### src/design/assert_macros.svh
// ----------------------------------------------------------------------------
// Assertion macros
// Shared concurrent assertion forms for the design files.
// ----------------------------------------------------------------------------
`ifndef ASSERT_MACROS_SVH
`define ASSERT_MACROS_SVH

// Property must hold at every rising clock edge outside of reset.
`define ASSERT_AT(lbl, clk, rst, prop, msg) \
   lbl: assert property (@(posedge clk) disable iff (rst) prop) else $error(msg);

// Condition must never be true at a rising clock edge outside of reset.
`define ASSERT_NEVER(lbl, clk, rst, cond, msg) \
   lbl: assert property (@(posedge clk) disable iff (rst) !(cond)) else $error(msg);

`endif

### src/design/dpb_pkg.sv
// ----------------------------------------------------------------------------
// dpb_pkg
// Types and constants of the differential drive PI balance controller.
// ----------------------------------------------------------------------------
`default_nettype none

package dpb_pkg;

   // Stream widths, padded to whole bytes, and the register index and data widths.
   localparam int REQ_DATA_W = 144;
   localparam int RSP_DATA_W = 56;
   localparam int CSR_IDX_W  = 3;
   localparam int CSR_DATA_W = 39;

   // Configuration register indexes.
   localparam logic [CSR_IDX_W-1:0] CSR_KP            = 3'd0;
   localparam logic [CSR_IDX_W-1:0] CSR_KI            = 3'd1;
   localparam logic [CSR_IDX_W-1:0] CSR_INTEGRAL_LIM  = 3'd2;
   localparam logic [CSR_IDX_W-1:0] CSR_START_TIME    = 3'd3;
   localparam logic [CSR_IDX_W-1:0] CSR_STARTUP_MS    = 3'd4;
   localparam logic [CSR_IDX_W-1:0] CSR_STARTUP_POWER = 3'd5;

   // Register reset values.
   localparam logic [15:0] KP_RESET            = 16'd3277;
   localparam logic [31:0] KI_RESET            = 32'd4295;
   localparam logic [38:0] INTEGRAL_LIM_RESET  = 39'd10000000;
   localparam logic [31:0] START_TIME_RESET    = 32'd0;
   localparam logic [15:0] STARTUP_MS_RESET    = 16'd3500;
   localparam logic [7:0]  STARTUP_POWER_RESET = 8'd50;

   // Saturation caps of the integral step and the gain terms.
   localparam logic [64:0] PROD_CAP = 65'd1 << 40;
   localparam logic [61:0] TERM_CAP = 62'd1 << 61;

   // Sequencer states.
   typedef enum logic [2:0] {
      ST_IDLE,
      ST_DT,
      ST_INT,
      ST_KP,
      ST_HI,
      ST_LO,
      ST_SUM
   } state_type;

endpackage

`default_nettype wire

### src/design/differential_drive_pi_balance.sv
// ----------------------------------------------------------------------------
// differential_drive_pi_balance
// PI balance controller for a two-wheel drive with a clamped integral,
// saturated right drive and a soft start window.
// ----------------------------------------------------------------------------
//
// Channel  Direction  Handshake              Content
// req      in         req_tvalid/req_tready  encoder counts, offset, power, time
// rsp      out        rsp_tvalid/rsp_tready  drives, reverse, error, saturation
// csr      in         csr_wr_en              register index and write data
//
// After its request is accepted, a result passes the steps DT, INT, KP, HI, LO
// and SUM before it is loaded into the output register: one 33x32 multiplier is
// shared by four products (error times elapsed time, error times kp, and the
// high and low halves of integral times ki). A request holds the sequencer until
// SUM loads its result. req_tready is high only while the sequencer is idle.
// A finished result sits in the output register; the next request may start
// meanwhile and waits in its last step until that register is free.
// Reset is synchronous: it clears the sequencer, the output valid flag, the
// integral, the last timestamp and loads the register defaults.
//
`default_nettype none

module differential_drive_pi_balance (
   input  wire logic                             clock,
   input  wire logic                             reset,
   // req_tdata: left_count[31:0], right_count[63:32], turn_offset[95:64],
   // drive_power[104:96], now_ms[136:105], zero fill above
   input  wire logic                             req_tvalid,
   output logic                                  req_tready,
   input  wire logic [dpb_pkg::REQ_DATA_W-1:0]   req_tdata,
   // rsp_tdata: left_drive[7:0], right_drive[15:8], reverse[16],
   // balance_error[50:17], saturated[51], zero fill above
   output logic                                  rsp_tvalid,
   input  wire logic                             rsp_tready,
   output logic [dpb_pkg::RSP_DATA_W-1:0]        rsp_tdata,
   input  wire logic                             csr_wr_en,
   input  wire logic [dpb_pkg::CSR_IDX_W-1:0]    csr_index,
   input  wire logic [dpb_pkg::CSR_DATA_W-1:0]   csr_wdata
);

   import dpb_pkg::*;

   `include "assert_macros.svh"

   // Sequencer state.
   state_type state_ff, state_in;

   // Configuration registers.
   logic [15:0] kp_ff, kp_in;
   logic [31:0] ki_ff, ki_in;
   logic [38:0] lim_ff, lim_in;
   logic [31:0] start_ff, start_in;
   logic [15:0] startup_ms_ff, startup_ms_in;
   logic [7:0]  startup_pw_ff, startup_pw_in;

   // Controller state.
   logic signed [39:0] integral_ff, integral_in;
   logic [31:0]        last_time_ff, last_time_in;

   // Working registers of one transaction.
   logic signed [33:0] err_ff, err_in;
   logic [31:0]        dt_ff, dt_in;
   logic [31:0]        now_ff, now_in;
   logic signed [8:0]  power_ff, power_in;
   logic [64:0]        prod_ff, prod_in;
   logic [40:0]        hi_ff, hi_in;
   logic               hi_big_ff, hi_big_in;
   logic signed [62:0] pterm_ff, pterm_in;
   logic signed [62:0] iterm_ff, iterm_in;

   // Output register.
   logic               rsp_valid_ff, rsp_valid_in;
   logic [7:0]         rsp_left_ff, rsp_left_in;
   logic [7:0]         rsp_right_ff, rsp_right_in;
   logic               rsp_reverse_ff, rsp_reverse_in;
   logic [33:0]        rsp_err_ff, rsp_err_in;
   logic               rsp_sat_ff, rsp_sat_in;

   // Request fields.
   logic signed [31:0] req_left;
   logic signed [31:0] req_right;
   logic signed [31:0] req_offset;

   // Shared multiplier.
   logic [32:0] mul_a;
   logic [31:0] mul_b;
   logic [64:0] mul_p;

   // Derived magnitudes.
   logic [33:0] err_neg;
   logic [32:0] err_mag;
   logic [39:0] integral_neg;
   logic [38:0] integral_mag;
   logic [8:0]  power_mag;

   // Step intermediates.
   logic [40:0]        prod_capped;
   logic signed [41:0] prod_signed;
   logic signed [41:0] sum_raw;
   logic signed [41:0] lim_pos;
   logic signed [41:0] lim_neg;
   logic signed [41:0] sum_clamped;
   logic [61:0]        pterm_mag;
   logic [61:0]        iterm_raw;
   logic [61:0]        iterm_mag;
   logic signed [65:0] total;
   logic [7:0]         right_drive;
   logic               right_sat;
   logic [7:0]         left_drive;
   logic [31:0]        since_start;
   logic               in_window;
   logic               rsp_free;

   assign req_left   = req_tdata[31:0];
   assign req_right  = req_tdata[63:32];
   assign req_offset = req_tdata[95:64];

   // Magnitudes of the error, the integral and the commanded power.
   assign err_neg      = 34'd0 - err_ff;
   assign err_mag      = err_ff[33] ? err_neg[32:0] : err_ff[32:0];
   assign integral_neg = 40'd0 - integral_ff;
   assign integral_mag = integral_ff[39] ? integral_neg[38:0] : integral_ff[38:0];
   assign power_mag    = power_ff[8] ? 9'(9'd0 - power_ff) : power_ff;

   // Operand selection of the shared multiplier.
   always_comb begin
      case (state_ff)
         ST_DT: begin
            mul_a = err_mag;
            mul_b = dt_ff;
         end
         ST_INT: begin
            mul_a = err_mag;
            mul_b = {16'd0, kp_ff};
         end
         ST_KP: begin
            mul_a = {14'd0, integral_mag[38:20]};
            mul_b = ki_ff;
         end
         ST_HI: begin
            mul_a = {13'd0, integral_mag[19:0]};
            mul_b = ki_ff;
         end
         default: begin
            mul_a = '0;
            mul_b = '0;
         end
      endcase
   end

   assign mul_p = 65'(mul_a) * 65'(mul_b);

   // Integral step: capped product, signed add and symmetric clamp.
   always_comb begin
      prod_capped = (prod_ff > PROD_CAP) ? PROD_CAP[40:0] : prod_ff[40:0];
      prod_signed = err_ff[33] ? (42'sd0 - $signed({1'b0, prod_capped}))
                               : $signed({1'b0, prod_capped});
      sum_raw     = 42'(integral_ff) + prod_signed;
      lim_pos     = $signed({3'd0, lim_ff});
      lim_neg     = 42'sd0 - lim_pos;
      if (sum_raw > lim_pos) begin
         sum_clamped = lim_pos;
      end else if (sum_raw < lim_neg) begin
         sum_clamped = lim_neg;
      end else begin
         sum_clamped = sum_raw;
      end
   end

   // Gain terms in Q32, each capped at the term limit.
   always_comb begin
      pterm_mag = (|prod_ff[64:45]) ? TERM_CAP : {1'b0, prod_ff[44:0], 16'd0};
      iterm_raw = 62'({hi_ff, 20'd0}) + 62'(prod_ff[51:0]);
      iterm_mag = (hi_big_ff || (iterm_raw > TERM_CAP)) ? TERM_CAP : iterm_raw;
   end

   // Final sum, right drive saturation and the soft start window.
   always_comb begin
      total = $signed({25'd0, power_mag, 32'd0}) + 66'(pterm_ff) + 66'(iterm_ff);
      if (total[65]) begin
         right_drive = 8'd0;
         right_sat   = 1'b1;
      end else if (|total[65:40]) begin
         right_drive = 8'hFF;
         right_sat   = 1'b1;
      end else begin
         right_drive = total[39:32];
         right_sat   = 1'b0;
      end
      left_drive  = power_mag[8] ? 8'hFF : power_mag[7:0];
      since_start = now_ff - start_ff;
      in_window   = (since_start <= {16'd0, startup_ms_ff});
   end

   assign rsp_free = !rsp_valid_ff || rsp_tready;

   // Sequencer, datapath and configuration next values.
   always_comb begin
      state_in       = state_ff;
      kp_in          = kp_ff;
      ki_in          = ki_ff;
      lim_in         = lim_ff;
      start_in       = start_ff;
      startup_ms_in  = startup_ms_ff;
      startup_pw_in  = startup_pw_ff;
      integral_in    = integral_ff;
      last_time_in   = last_time_ff;
      err_in         = err_ff;
      dt_in          = dt_ff;
      now_in         = now_ff;
      power_in       = power_ff;
      prod_in        = prod_ff;
      hi_in          = hi_ff;
      hi_big_in      = hi_big_ff;
      pterm_in       = pterm_ff;
      iterm_in       = iterm_ff;
      rsp_valid_in   = rsp_valid_ff;
      rsp_left_in    = rsp_left_ff;
      rsp_right_in   = rsp_right_ff;
      rsp_reverse_in = rsp_reverse_ff;
      rsp_err_in     = rsp_err_ff;
      rsp_sat_in     = rsp_sat_ff;
      req_tready     = (state_ff == ST_IDLE);

      // Register writes.
      if (csr_wr_en) begin
         case (csr_index)
            CSR_KP:            kp_in         = csr_wdata[15:0];
            CSR_KI:            ki_in         = csr_wdata[31:0];
            CSR_INTEGRAL_LIM:  lim_in        = csr_wdata[38:0];
            CSR_START_TIME:    start_in      = csr_wdata[31:0];
            CSR_STARTUP_MS:    startup_ms_in = csr_wdata[15:0];
            CSR_STARTUP_POWER: startup_pw_in = csr_wdata[7:0];
            default: ;
         endcase
      end

      // A taken result empties the output register.
      if (rsp_valid_ff && rsp_tready) begin
         rsp_valid_in = 1'b0;
      end

      case (state_ff)
         ST_IDLE: begin
            if (req_tvalid) begin
               err_in       = 34'(req_left) - 34'(req_right) - 34'(req_offset);
               dt_in        = req_tdata[136:105] - last_time_ff;
               now_in       = req_tdata[136:105];
               last_time_in = req_tdata[136:105];
               power_in     = req_tdata[104:96];
               state_in     = ST_DT;
            end
         end
         ST_DT: begin
            prod_in  = mul_p;
            state_in = ST_INT;
         end
         ST_INT: begin
            integral_in = sum_clamped[39:0];
            prod_in     = mul_p;
            state_in    = ST_KP;
         end
         ST_KP: begin
            pterm_in = err_ff[33] ? (63'sd0 - $signed({1'b0, pterm_mag}))
                                  : $signed({1'b0, pterm_mag});
            prod_in  = mul_p;
            state_in = ST_HI;
         end
         ST_HI: begin
            hi_big_in = |prod_ff[64:41];
            hi_in     = prod_ff[40:0];
            prod_in   = mul_p;
            state_in  = ST_LO;
         end
         ST_LO: begin
            iterm_in = integral_ff[39] ? (63'sd0 - $signed({1'b0, iterm_mag}))
                                       : $signed({1'b0, iterm_mag});
            state_in = ST_SUM;
         end
         ST_SUM: begin
            // Hold here until the output register can take the result.
            if (rsp_free) begin
               rsp_valid_in   = 1'b1;
               rsp_reverse_in = power_ff[8];
               rsp_err_in     = err_ff;
               if (in_window) begin
                  rsp_left_in  = startup_pw_ff;
                  rsp_right_in = startup_pw_ff;
                  rsp_sat_in   = 1'b0;
               end else begin
                  rsp_left_in  = left_drive;
                  rsp_right_in = right_drive;
                  rsp_sat_in   = right_sat;
               end
               state_in = ST_IDLE;
            end
         end
         default: begin
            state_in = ST_IDLE;
         end
      endcase
   end

   // State register.
   always_ff @(posedge clock) begin
      if (reset) begin
         state_ff <= ST_IDLE;
      end else begin
         state_ff <= state_in;
      end
   end

   // Control, configuration and controller state registers.
   always_ff @(posedge clock) begin
      if (reset) begin
         rsp_valid_ff  <= 1'b0;
         kp_ff         <= KP_RESET;
         ki_ff         <= KI_RESET;
         lim_ff        <= INTEGRAL_LIM_RESET;
         start_ff      <= START_TIME_RESET;
         startup_ms_ff <= STARTUP_MS_RESET;
         startup_pw_ff <= STARTUP_POWER_RESET;
         integral_ff   <= '0;
         last_time_ff  <= '0;
      end else begin
         rsp_valid_ff  <= rsp_valid_in;
         kp_ff         <= kp_in;
         ki_ff         <= ki_in;
         lim_ff        <= lim_in;
         start_ff      <= start_in;
         startup_ms_ff <= startup_ms_in;
         startup_pw_ff <= startup_pw_in;
         integral_ff   <= integral_in;
         last_time_ff  <= last_time_in;
      end
   end

   // Payload registers.
   always_ff @(posedge clock) begin
      err_ff         <= err_in;
      dt_ff          <= dt_in;
      now_ff         <= now_in;
      power_ff       <= power_in;
      prod_ff        <= prod_in;
      hi_ff          <= hi_in;
      hi_big_ff      <= hi_big_in;
      pterm_ff       <= pterm_in;
      iterm_ff       <= iterm_in;
      rsp_left_ff    <= rsp_left_in;
      rsp_right_ff   <= rsp_right_in;
      rsp_reverse_ff <= rsp_reverse_in;
      rsp_err_ff     <= rsp_err_in;
      rsp_sat_ff     <= rsp_sat_in;
   end

   // Result channel.
   assign rsp_tvalid = rsp_valid_ff;
   assign rsp_tdata  = {4'd0, rsp_sat_ff, rsp_err_ff, rsp_reverse_ff,
                        rsp_right_ff, rsp_left_ff};

   // An accepted request starts the multiply sequence.
   `ASSERT_AT(a_accept_starts, clock, reset,
      (req_tvalid && req_tready) |=> (state_ff == ST_DT),
      "accepted request did not start the sequence")

   // A result that is not taken holds the sequencer in its last step.
   `ASSERT_AT(a_sum_waits, clock, reset,
      (state_ff == ST_SUM && rsp_valid_ff && !rsp_tready) |=> (state_ff == ST_SUM),
      "result overwrote a pending output")

   // A loaded result carries the direction of the current request.
   `ASSERT_AT(a_reverse_loaded, clock, reset,
      (state_ff == ST_SUM && rsp_free) |=>
         (rsp_valid_ff && rsp_reverse_ff == $past(power_ff[8])),
      "reverse flag does not follow power sign")

   // No request is taken while a transaction is in the sequence.
   `ASSERT_NEVER(a_busy_not_ready, clock, reset,
      (state_ff != ST_IDLE) && req_tready,
      "request ready while busy")

endmodule

`default_nettype wire
### config.mk
export PLATFORM = sky130hd
export DESIGN_NAME = differential_drive_pi_balance
export DESIGN_NICKNAME = d
export VERILOG_FILES = /design/src/design/dpb_pkg.sv /design/src/design/differential_drive_pi_balance.sv
export VERILOG_INCLUDE_DIRS = /design/src /design/src/design
export SDC_FILE = /design/constraint.sdc
export NUM_CORES = 2
export LEC_CHECK = 0
export BUFFER_PORTS_ARGS = -buffer_cell sky130_fd_sc_hd__clkbuf_2
export CELL_PAD_IN_SITES_DETAIL_PLACEMENT = 0
export CELL_PAD_IN_SITES_GLOBAL_PLACEMENT = 2
export CORE_MARGIN = 5
export CORE_UTILIZATION = 37
export CTS_CLUSTER_SIZE = 20
export DETAILED_ROUTE_END_ITERATION = 12
export GPL_TIMING_DRIVEN = 0
export PLACE_DENSITY = 0.89
export SLEW_MARGIN = 20
export SYNTH_ARGS = -nofsm -noshare
export SYNTH_HDL_FRONTEND = slang
export SYNTH_SLANG_ARGS = --single-unit
### constraint.sdc
create_clock -name clock -period 11.1 [get_ports clock]
set_clock_uncertainty 0.1 [all_clocks]
set_input_delay 1.11 -clock clock [delete_from_list [all_inputs] [get_ports clock]]
set_output_delay 1.11 -clock clock [all_outputs]
set_load 0.005 [all_outputs]
==> run summary <==
RUN STATUS
------------------------------------------------------------------------------
Run status                                                        finished, violations left
Failing checks                                                    setup timing

SYNTH
------------------------------------------------------------------------------
Unique masters post-synth                                                   86
Mean post-synth cell area                                             8.64 µm²
Synthesized area                                                    74,800 µm²
Top cell type by total area after synthesis                       sky130_fd_sc_hd__fa_1
Top cells by area, synth                                          sky130_fd_sc_hd__fa_1, sky130_fd_sc_hd__edfxtp_1, sky130_fd_sc_hd__ha_1, sky130_fd_sc_hd__inv_1, sky130_fd_sc_hd__nand2_1
Register bit count reported by yosys                                       579
Synthesized instance count                                               8,657
Share of the synthesized area in the top cell type                       26.0%
Warnings, synthesis                                                          0
Dominant register cell in the synthesized netlist                 sky130_fd_sc_hd__edfxtp_1
Sequential share of the synthesized area                                 20.3%
Number of enable-type register cells in the synthesized netlist            360
Asr flop ratio synth                                                        0%

FLOORPLAN
------------------------------------------------------------------------------
Die area                                                           211,000 µm²
Num ports                                                                  249
Placeable Area                                                     202,000 µm²
Die outline width                                                       460 µm
Die height                                                              460 µm
Initial core utilization                                                 37.1%
Cell row count                                                             165

GRT
------------------------------------------------------------------------------
Congestion Overflow GR                                                       0
Gr usage total                                                           28.7%
Maximum number of pins on one net before global-route repair                48
Via count of the first global-routing pass                              65,100
Antenna violations before repair                                            15
Wire length of the first global-routing pass                            445 mm

PLACEMENT
------------------------------------------------------------------------------
Post-Place Setup Slack                                                -3.57 ns
Final weighted congestion in routability-driven placement                 1.01
Sum of net half-perimeters after detailed placement                     253 mm
Total placed cells including tap cells                                  11,600
Port Buffers                                                               237

CLOCK NETWORK
------------------------------------------------------------------------------
Clk_lat worst skew                                                     0.74 ns
Hold Buf Count CTS                                                           0
Total number of clock tree sinks                                           579
CTS clk-pin slew, worst paths                                          0.06 ns
Total clock buffers created by CTS                                          73
CTS Root Buffer Type                                              sky130_fd_sc_hd__clkbuf_16
Max clock buf depth                                                          3
Total number of H-tree levels                                                3
CTS tree                                                                 built

RUN
------------------------------------------------------------------------------
Max-capacitance violation count                                              0

DETAILED ROUTING
------------------------------------------------------------------------------
Antenna viol nets, final                                                     0
Total Wirelength                                                        307 mm
Length of the first detailed-routing pass in iterations                      6
Total DRC errors in the routed layout                                        0
Drt initial violations                                                   5,610
WL/cell                                                                25.9 µm
Routed via count                                                        64,700
Vias per cell                                                             5.47

PWR
------------------------------------------------------------------------------
Internal power consumption                                             6.44 mW
Sequential group share of total power                                    24.8%
Switching power summed over all nets                                   5.70 mW
VDD IR max                                                          0.000107 V
Power Dens Cells                                                    142 nW/µm²
Share of power burned in the clock network                               20.0%
P_leak                                                                 38.2 nW
Comb power frac                                                          55.3%
Proportion of total power due to net switching                           46.9%

CELLS AND AREA
------------------------------------------------------------------------------
Area added between synthesis and finish                                  14.1%
Commonest cells after routing, fill and taps aside                sky130_fd_sc_hd__inv_1, sky130_fd_sc_hd__nand2_1, sky130_fd_sc_hd__fa_1, sky130_fd_sc_hd__nor2_1, sky130_fd_sc_hd__ha_1
Share of post-route cells with drive strength above 1                    11.2%
Multi-input gate area in the final layout                           54,800 µm²
Sequential cell area                                                15,200 µm²
NumNets Final                                                           10,900
Number of inserted filler cells in the final layout                     20,100
Most common cell after layout, fill and taps aside                sky130_fd_sc_hd__inv_1
Non-filler cells, final                                                 11,800

TIMING
------------------------------------------------------------------------------
Worst Setup Slack, final                                            -0.0796 ns
Number of hold-slack violations in the final timing report                   0
Slew margin rel.                                                         11.6%
Clock period minus worst slack                                        11.18 ns
Fin crit share                                                            101%
Total setup violations reported at the end of the flow                       3
Max Clock Freq                                                        89.4 MHz
Unrepaired setup endpoints after global routing                            yes
Final Max Tran Viols                                                         0
Transition time of the tightest slew-check pin                         1.33 ns

CRITICAL PATH
------------------------------------------------------------------------------
Data arrival time at the worst-slack endpoint                         11.64 ns
Slowest cell on the critical path                                 sky130_fd_sc_hd__fa_2
Most Frequent Cell on Critical Path                               sky130_fd_sc_hd__fa_1
Worst path max stage delay                                             0.59 ns
Critical path class                                                    reg2reg
Worst EP required                                                     11.56 ns
Critical path launch point type                                      flip-flop
Endpoint kind of the worst setup timing path                         flip-flop
CP max FO                                                                    6

MIN PATH
------------------------------------------------------------------------------
Tightest Hold Check Type                                               reg2reg

power groups by stage:
| stage | logic (mW) | clock network, mW | registers [mW] |
|---|---|---|---|
| finish | 6.71 | 2.42 | 3.00 |
| detailed placement | 5.85 | 0 | 3.07 |
| floorplan | 3.90 | 0 | 2.79 |
| CTS | 6.29 | 2.48 | 3.02 |
| global route | 7.28 | 2.57 | 3.00 |
| global placement | 5.78 | 0 | 3.09 |
final timing paths:
kind,from,end,slack [ns],depth (start not counted)
worst min register to register,power_ff[8],rsp_reverse_ff,0.35,0
worst max register to register,integral_ff[7],prod_ff[63],-0.08,41
worst max-delay path,integral_ff[7],prod_ff[63],-0.08,41
worst min-delay path,power_ff[8],rsp_reverse_ff,0.35,0
repair_timing:
| item | in CTS | in global routing |
|---|---|---|
| setup buffers | 76 | 44 |
| gates resized for setup | 355 | 270 |
| cloned | 0 | 1 |
| endpoints found under the setup margin | 85 | 66 |
| pin swaps | 117 | 90 |
critical path: cells and delay by family (launching register included):
kind | cells | cell delay, ns
flip-flops | 1 | 0.36
adder cells (fa/ha/maj) | 9 | 4.32
buffers and inverters | 7 | 0.65
XOR/XNOR | 1 | 0.34
AO/OA/AOI/OAI | 10 | 1.95
AND/OR/NAND/NOR | 14 | 3.28
flip-flops by register name (all words and copies together) (netlist names), 34 cells and up:
register,cells
err_ff,34
iterm_ff,47
rsp_err_ff,34
lim_ff,39
prod_ff,65
pterm_ff,47
hi_ff,41
integral_ff,40
kinds of logic (layout without fill, tap and decap cells):
group,count (synthesis),count (layout),synth area share (%)
AOI/OAI and AO/OA,1452,1452,12.2
xor gates and xnor gates,391,391,4.59
adders and majority gates,1590,1590,36.3
buffers and inverters,1734,2230,8.74
DFF,579,579,20.3
muxes,70,70,0.987
other,1,7,0.00501
and+or+nand+nor,2840,2840,16.8
synth_stat cells (10+ instances only):
library cell	number
sky130_fd_sc_hd__buf_1	18
sky130_fd_sc_hd__nand3_1	99
sky130_fd_sc_hd__nand4_1	56
sky130_fd_sc_hd__o22ai_1	24
sky130_fd_sc_hd__nor2b_1	60
sky130_fd_sc_hd__nand2b_1	71
sky130_fd_sc_hd__clkbuf_1	362
sky130_fd_sc_hd__fa_1	971
sky130_fd_sc_hd__a211oi_1	39
sky130_fd_sc_hd__a21oi_1	460
sky130_fd_sc_hd__nand3b_1	61
sky130_fd_sc_hd__o21ai_0	317
sky130_fd_sc_hd__and2_1	43
sky130_fd_sc_hd__nor4_1	42
sky130_fd_sc_hd__a31oi_1	41
sky130_fd_sc_hd__and3_1	39
sky130_fd_sc_hd__xnor2_1	220
sky130_fd_sc_hd__nor3_1	117
sky130_fd_sc_hd__or3_1	44
sky130_fd_sc_hd__a22oi_1	24
sky130_fd_sc_hd__nand2_1	1293
sky130_fd_sc_hd__a211o_1	23
sky130_fd_sc_hd__dfxtp_1	219
sky130_fd_sc_hd__nor3b_1	11
sky130_fd_sc_hd__o21a_1	68
sky130_fd_sc_hd__a2111oi_0	12
sky130_fd_sc_hd__a31o_2	10
sky130_fd_sc_hd__ha_1	619
sky130_fd_sc_hd__mux2_2	30
sky130_fd_sc_hd__edfxtp_1	360
sky130_fd_sc_hd__nor2_1	796
sky130_fd_sc_hd__o41ai_1	24
sky130_fd_sc_hd__o31ai_1	50
sky130_fd_sc_hd__or2_2	42
sky130_fd_sc_hd__or4_1	23
sky130_fd_sc_hd__a21o_1	161
sky130_fd_sc_hd__o2111ai_1	10
sky130_fd_sc_hd__mux2i_1	40
sky130_fd_sc_hd__inv_1	1341
sky130_fd_sc_hd__a22o_1	25
sky130_fd_sc_hd__o211ai_1	30
sky130_fd_sc_hd__o21bai_1	36
sky130_fd_sc_hd__xor2_1	170
per-layer routing:
layer | track usage (%) | vias to the layer above | share of wire [%]
li1 | - | 29100 | -
met1 | 37.7 | 32300 | 41
met2 | 44.8 | 2751 | 44
met3 | 6.21 | 630 | 8.9
met4 | 14.3 | 4 | 6.4
met5 | 0 | - | 0.0085
through the flow:
step / utilization [%] / hold slack, ns / cell area [µm²] / power [mW] / setup TNS (ns)
global placement: 39.3 / 0.336 / 79400 / 8.87 / -154.68
global route: 42.3 / 0.367 / 85300 / 12.9 / -2.01
detailed placement: 39.6 / 0.340 / 79900 / 8.92 / -126.71
floorplan: - / 0.321 / 74800 / 6.69 / 0
finish: 42.3 / 0.352 / 85300 / 12.1 / -0.152
CTS: 41.7 / 0.350 / 84200 / 11.8 / -0.622
area by class of cell:
type,count,share of cell area [%]
sequential,579,17.8
inverter,1341,5.90
timing repair buffer,389,3.15
tap,2672,3.92
multi-input combinational,6347,64.2
antenna,3,0.00880
clock inverter,39,0.471
buffer,366,2.17
clock buffer,95,2.33
Note: power is estimated with default switching activity, not from simulation.
